===== src/cell_list_link_update_assert.svh =====
// Assertion macros shared by the link update RTL.
// Each check is sampled on the rising edge of clk.
`ifndef CELL_LIST_LINK_UPDATE_ASSERT_SVH
`define CELL_LIST_LINK_UPDATE_ASSERT_SVH

`ifndef SYNTHESIS

// Check that is switched off while rst_n is low
`define CLLU_CHECK(lbl, prop, msg) \
  lbl: assert property (@(posedge clk) disable iff (!rst_n) prop) \
    else $error(msg);

// Check that also holds through reset
`define CLLU_CHECK_ANY(lbl, prop, msg) \
  lbl: assert property (@(posedge clk) prop) \
    else $error(msg);

`else

`define CLLU_CHECK(lbl, prop, msg)
`define CLLU_CHECK_ANY(lbl, prop, msg)

`endif

`endif


===== src/cllu_pkg.sv =====
`timescale 1ns / 1ps

package cllu_pkg;

  // Fixed field widths
  localparam int PART_W    = 10;
  localparam int BOX_W     = 5;
  localparam int HEAD_W    = 11;
  localparam int PART_SPAN = 1024;

  // Link or head value for "no particle"
  localparam logic [HEAD_W-1:0] NONE = 11'h7FF;

  // Command codes
  typedef enum logic {
    CMD_ADD    = 1'b0,
    CMD_REMOVE = 1'b1
  } cmd_t;

  // Microprogram steps
  typedef enum logic [2:0] {
    S_CLEAR,
    S_WAIT,
    S_EXEC,
    S_LINK,
    S_EMIT
  } step_t;

  // Branch and hold conditions
  typedef enum logic [2:0] {
    C_NEVER,
    C_ALWAYS,
    C_NO_ITEM,
    C_CLR_BUSY,
    C_IS_REMOVE,
    C_OUT_BUSY
  } cond_t;

  // Memory write groups
  typedef enum logic [1:0] {
    WR_NONE,
    WR_CLEAR,
    WR_PRIMARY,
    WR_LINK
  } wr_t;

  // One control word
  typedef struct packed {
    logic  accept;
    wr_t   wr;
    logic  emit;
    cond_t stay;
    cond_t jmp;
    step_t target;
  } uop_t;

  // Status from the datapath
  typedef struct packed {
    logic clr_busy;
    logic is_remove;
  } dp_stat_t;

  // Status seen by the sequencer
  typedef struct packed {
    logic     in_fire;
    logic     out_busy;
    dp_stat_t dp;
  } stat_t;

endpackage


===== src/cllu_seq.sv =====
`timescale 1ns / 1ps
`include "cell_list_link_update_assert.svh"

module cllu_seq (
  input  logic            clk,
  input  logic            rst_n,
  input  cllu_pkg::stat_t stat,
  output cllu_pkg::uop_t  ctl
);

  cllu_pkg::step_t step_r, step_nxt;
  logic            stay_hit, jmp_hit;

  function automatic logic cond_hit(cllu_pkg::cond_t c, cllu_pkg::stat_t s);
    logic hit;
    case (c)
      cllu_pkg::C_NEVER:     hit = 1'b0;
      cllu_pkg::C_ALWAYS:    hit = 1'b1;
      cllu_pkg::C_NO_ITEM:   hit = !s.in_fire;
      cllu_pkg::C_CLR_BUSY:  hit = s.dp.clr_busy;
      cllu_pkg::C_IS_REMOVE: hit = s.dp.is_remove;
      cllu_pkg::C_OUT_BUSY:  hit = s.out_busy;
      default:               hit = 1'b0;
    endcase
    return hit;
  endfunction

  // Microcode ROM: accept, write group, emit, hold, jump, target
  always_comb begin
    case (step_r)
      cllu_pkg::S_CLEAR: ctl = '{1'b0, cllu_pkg::WR_CLEAR, 1'b0,
                                 cllu_pkg::C_CLR_BUSY, cllu_pkg::C_NEVER, cllu_pkg::S_CLEAR};
      cllu_pkg::S_WAIT:  ctl = '{1'b1, cllu_pkg::WR_NONE, 1'b0,
                                 cllu_pkg::C_NO_ITEM, cllu_pkg::C_NEVER, cllu_pkg::S_WAIT};
      cllu_pkg::S_EXEC:  ctl = '{1'b0, cllu_pkg::WR_PRIMARY, 1'b0,
                                 cllu_pkg::C_NEVER, cllu_pkg::C_IS_REMOVE, cllu_pkg::S_EMIT};
      cllu_pkg::S_LINK:  ctl = '{1'b0, cllu_pkg::WR_LINK, 1'b0,
                                 cllu_pkg::C_NEVER, cllu_pkg::C_NEVER, cllu_pkg::S_EMIT};
      cllu_pkg::S_EMIT:  ctl = '{1'b0, cllu_pkg::WR_NONE, 1'b1,
                                 cllu_pkg::C_OUT_BUSY, cllu_pkg::C_ALWAYS, cllu_pkg::S_WAIT};
      default:           ctl = '{1'b0, cllu_pkg::WR_NONE, 1'b0,
                                 cllu_pkg::C_NEVER, cllu_pkg::C_ALWAYS, cllu_pkg::S_WAIT};
    endcase
  end

  // Step counter: hold, jump or advance
  always_comb begin
    stay_hit = cond_hit(ctl.stay, stat);
    jmp_hit  = cond_hit(ctl.jmp, stat);
    if (stay_hit) begin
      step_nxt = step_r;
    end else if (jmp_hit) begin
      step_nxt = ctl.target;
    end else begin
      step_nxt = cllu_pkg::step_t'(step_r + 3'd1);
    end
  end

  always_ff @(posedge clk) begin
    if (!rst_n) begin
      step_r <= cllu_pkg::S_CLEAR;
    end else begin
      step_r <= step_nxt;
    end
  end

  `CLLU_CHECK(a_fire_to_exec, stat.in_fire |=> step_r == cllu_pkg::S_EXEC, "accept did not start execution")
  `CLLU_CHECK(a_link_only_add, step_r == cllu_pkg::S_LINK |-> !stat.dp.is_remove, "link step on a remove")
  `CLLU_CHECK(a_emit_leaves, (step_r == cllu_pkg::S_EMIT) && !stat.out_busy |=> step_r == cllu_pkg::S_WAIT, "emit step did not release")

endmodule


===== config.mk =====
export PLATFORM = sky130hd
export DESIGN_NAME = cllu_seq
export DESIGN_NICKNAME = d
export VERILOG_FILES = /design/src/cllu_pkg.sv /design/src/cllu_seq.sv
export VERILOG_INCLUDE_DIRS = /design/src /design/src/src
export SDC_FILE = /design/constraint.sdc
export NUM_CORES = 1
export LEC_CHECK = 0
export CAP_MARGIN = 25
export CORE_AREA = 3 3 40 42
export CTS_BUF_LIST = sky130_fd_sc_hd__clkbuf_2
export DETAILED_ROUTE_END_ITERATION = 10
export DIE_AREA = 0 0 43 45
export DONT_BUFFER_PORTS = 1
export GPL_TIMING_DRIVEN = 0
export PLACE_DENSITY_LB_ADDON = 0.3
export SLEW_MARGIN = 0
export SYNTH_ARGS = -nofsm -noshare
export SYNTH_HDL_FRONTEND = slang
export SYNTH_SLANG_ARGS = --single-unit
export TNS_END_PERCENT = 100

===== constraint.sdc =====
create_clock -name clk -period 5 [get_ports clk]
set_clock_uncertainty 0.1 [all_clocks]
set_input_delay 1 -clock clk [delete_from_list [all_inputs] [get_ports clk]]
set_output_delay 1 -clock clk [all_outputs]
set_load 0.02 [all_outputs]

==> run summary <==
status - complete, no violations
Nets - 67
RSZ-0062 raised after global routing - no
hold endpoint - step_r[1]$_SDFFE_PN0N_
P_sw - 200 uW
post-synthesis cell type count - 25
nature of the critical path endpoint - output pin
final period utilization - 0.578
Pwr Density - 805 nW/um2
ANT nets after route - 0
Worst-Skew Late Latency - 220 ps
Syn. warnings - 0
ys async rst share - 0
commonest non-fill, non-tap cells in the layout - 7 x inv_1, 6 x ha_1, 5 x buf_4, 4 x clkbuf_2
hold path depth - 2
sequential fraction of the synthesis area - 0.154
DRT iter0 DRCs - 2
Starting Density - 0.303
GRT Overall Usage - 0.0965
R2R setup slack - 3150 ps
leakage power - 0.208 nW
r2r startpoint - step_r[0]$_SDFFE_PN0N_
Max Cap Violations - 0
top flop regs - step_r: 3 flops
via count - 338
top cell type by total area after synthesis - ha_1
Layout area overhead - 10.9%
dpl hpwl - 654 um
Final min period - 2890 ps
die width - 43 um
first-pass GRT wire length - 1370 um
CTS sink count - 3
Critical Path AT - 1790 ps
Mapped Avg Cell Area - 7.94 um2
Worst slew margin - 0.542
CTS tree - yes
Post-synth EDFFs - 0
Yosys top cell area share - 0.193
worst setup path class - register to output pin
Crit Reg-Reg Endpoint - step_r[2]$_SDFFE_PN0N_
Post-CTS Setup Bufs - 0
average wire per cell in the routed design - 11.7 um
Post-synth top flop - dfxtp_1
Die Footprint - 1940 um2
synth top area cells - ha_1 19%, dfxtp_1 15%, buf_4 9.6%
register bit total from synthesis - 3
post-synthesis cell count - 49
largest net degree at the start of global routing - 11
Port Buf Inserts - 0
vias per cell - 4.90
vias in the first global route - 339
CTS H-Tree Depth - 1
cell internal pwr - 148 uW
Final Util - 0.336
post-CTS sizing - 0
DRC viols - 0
DRT Wirelength - 805 um
grt ovf - 0
type of origin of the critical path - register
Hold Path Class - register to register
Root Driver - clkbuf_2
CTS buffer count - 3
fill count - 141
Placeable Area - 1280 um2
Reg with most FFs - step_r
crit path max fanout - 6
achievable clock frequency - 0.346 GHz
Critical Path RT - 3900 ps
initial antenna violation count - 0
max reg flops - 3
Core Rows - 13
sw frac - 0.575
FF-to-FF path depth - 6
Seq pwr share - 0.133
combinational power share - 0.763
# setup viols final - 0
hold path start - step_r[1]$_SDFFE_PN0N_
share of layout cells above drive strength 1 - 0.296
clock power share - 0.104
first-pass detailed-route iteration total - 3
top-level I/O count - 19
clock-pin transition on the worst setup and hold timing paths - 60 ps
final hold violations - 0
die boundary height - 45 um
Longest Clk Path Bufs - 2
post-route setup TNS - 0 ps
Tightest Pin Transition - 679 ps
hold-fix buffers at CTS - 0
most common cell after layout, fill and taps aside - inv_1
Slew Viols, Final - 0
post-synthesis cell area - 389 um2
GPL Wtd Cong - 0.742
IR Drop Worst-Case VDD - 237 uV
Hold Worst Slack - 430 ps
n_diodes - 0
-- power by group through the flow --
stage          clock [mW]  combinational [mW]  sequential [mW]
2_1_floorplan           0               0.238           0.0435
3_3_place_gp            0               0.268           0.0464
3_5_place_dp            0               0.267           0.0470
4_1_cts            0.0372               0.268           0.0464
5_1_grt            0.0385               0.295           0.0481
6_report           0.0361               0.265           0.0463
-- cells in the mapped netlist, drive strengths merged (2+ instances only) --
cell type	n
buf	5
dfxtp	3
ha	6
inv	7
nand2	3
nand3	2
nor2	4
nor3	2
o21ai	3
-- critical path, cell delays in order (launching register included) --
cell	delay [ps]
dfxtp_1	420
inv_1	110
ha_1	280
o22ai_1	370
o21ai_0	380
-- cell type report --
type | instances | area (um2) | area share
buffer | 5 | 37.5 | 0.0870
inverter | 7 | 26.3 | 0.0609
multi-input combinational | 35 | 269 | 0.623
sequential | 3 | 60.1 | 0.139
clock buffer | 4 | 20.0 | 0.0464
tap | 15 | 18.8 | 0.0435
-- metrics by stage --
step / cells / power, mW / setup slack (ps) / area (um2)
2_1_floorplan: 50 / 0.281 / 2500 / 393
3_3_place_gp: 65 / 0.315 / 2350 / 412
3_5_place_dp: 65 / 0.314 / 2350 / 412
4_1_cts: 69 / 0.351 / 2100 / 432
5_1_grt: 69 / 0.381 / 1950 / 432
6_report: 69 / 0.348 / 2110 / 432
-- kinds of logic after synthesis --
kind of cell	share of synthesized area
adder cells (fa/ha/maj)	0.193
AND/OR/NAND/NOR	0.215
buffers and inverters	0.164
flip-flops	0.154
multiplexers	0.0257
AO/OA/AOI/OAI	0.238
other	0.00964
-- metal layers --
| layer | track usage | up-vias | share of wire |
|---|---|---|---|
| li1 | - | 170 | - |
| met1 | 0.113 | 143 | 0.42 |
| met2 | 0.141 | 22 | 0.42 |
| met3 | 0.0279 | 3 | 0.13 |
| met4 | 0.0904 | 0 | 0.024 |
| met5 | 0 | - | 0 |
-- worst max-delay path by stage --
stage | startpoint | end | slack (ps) | cells past startpoint
6_report | step_r[0]$_SDFFE_PN0N_ | ctl[0] | 2110 | 4
5_1_grt | step_r[0]$_SDFFE_PN0N_ | ctl[0] | 1950 | 4
2_1_floorplan | step_r[0]$_SDFFE_PN0N_ | ctl[11] | 2500 | 5
3_3_place_gp | step_r[0]$_SDFFE_PN0N_ | ctl[0] | 2350 | 4
3_5_place_dp | step_r[0]$_SDFFE_PN0N_ | ctl[0] | 2350 | 4
4_1_cts | step_r[0]$_SDFFE_PN0N_ | ctl[0] | 2100 | 4
Note: power is estimated with default switching activity, not from simulation.
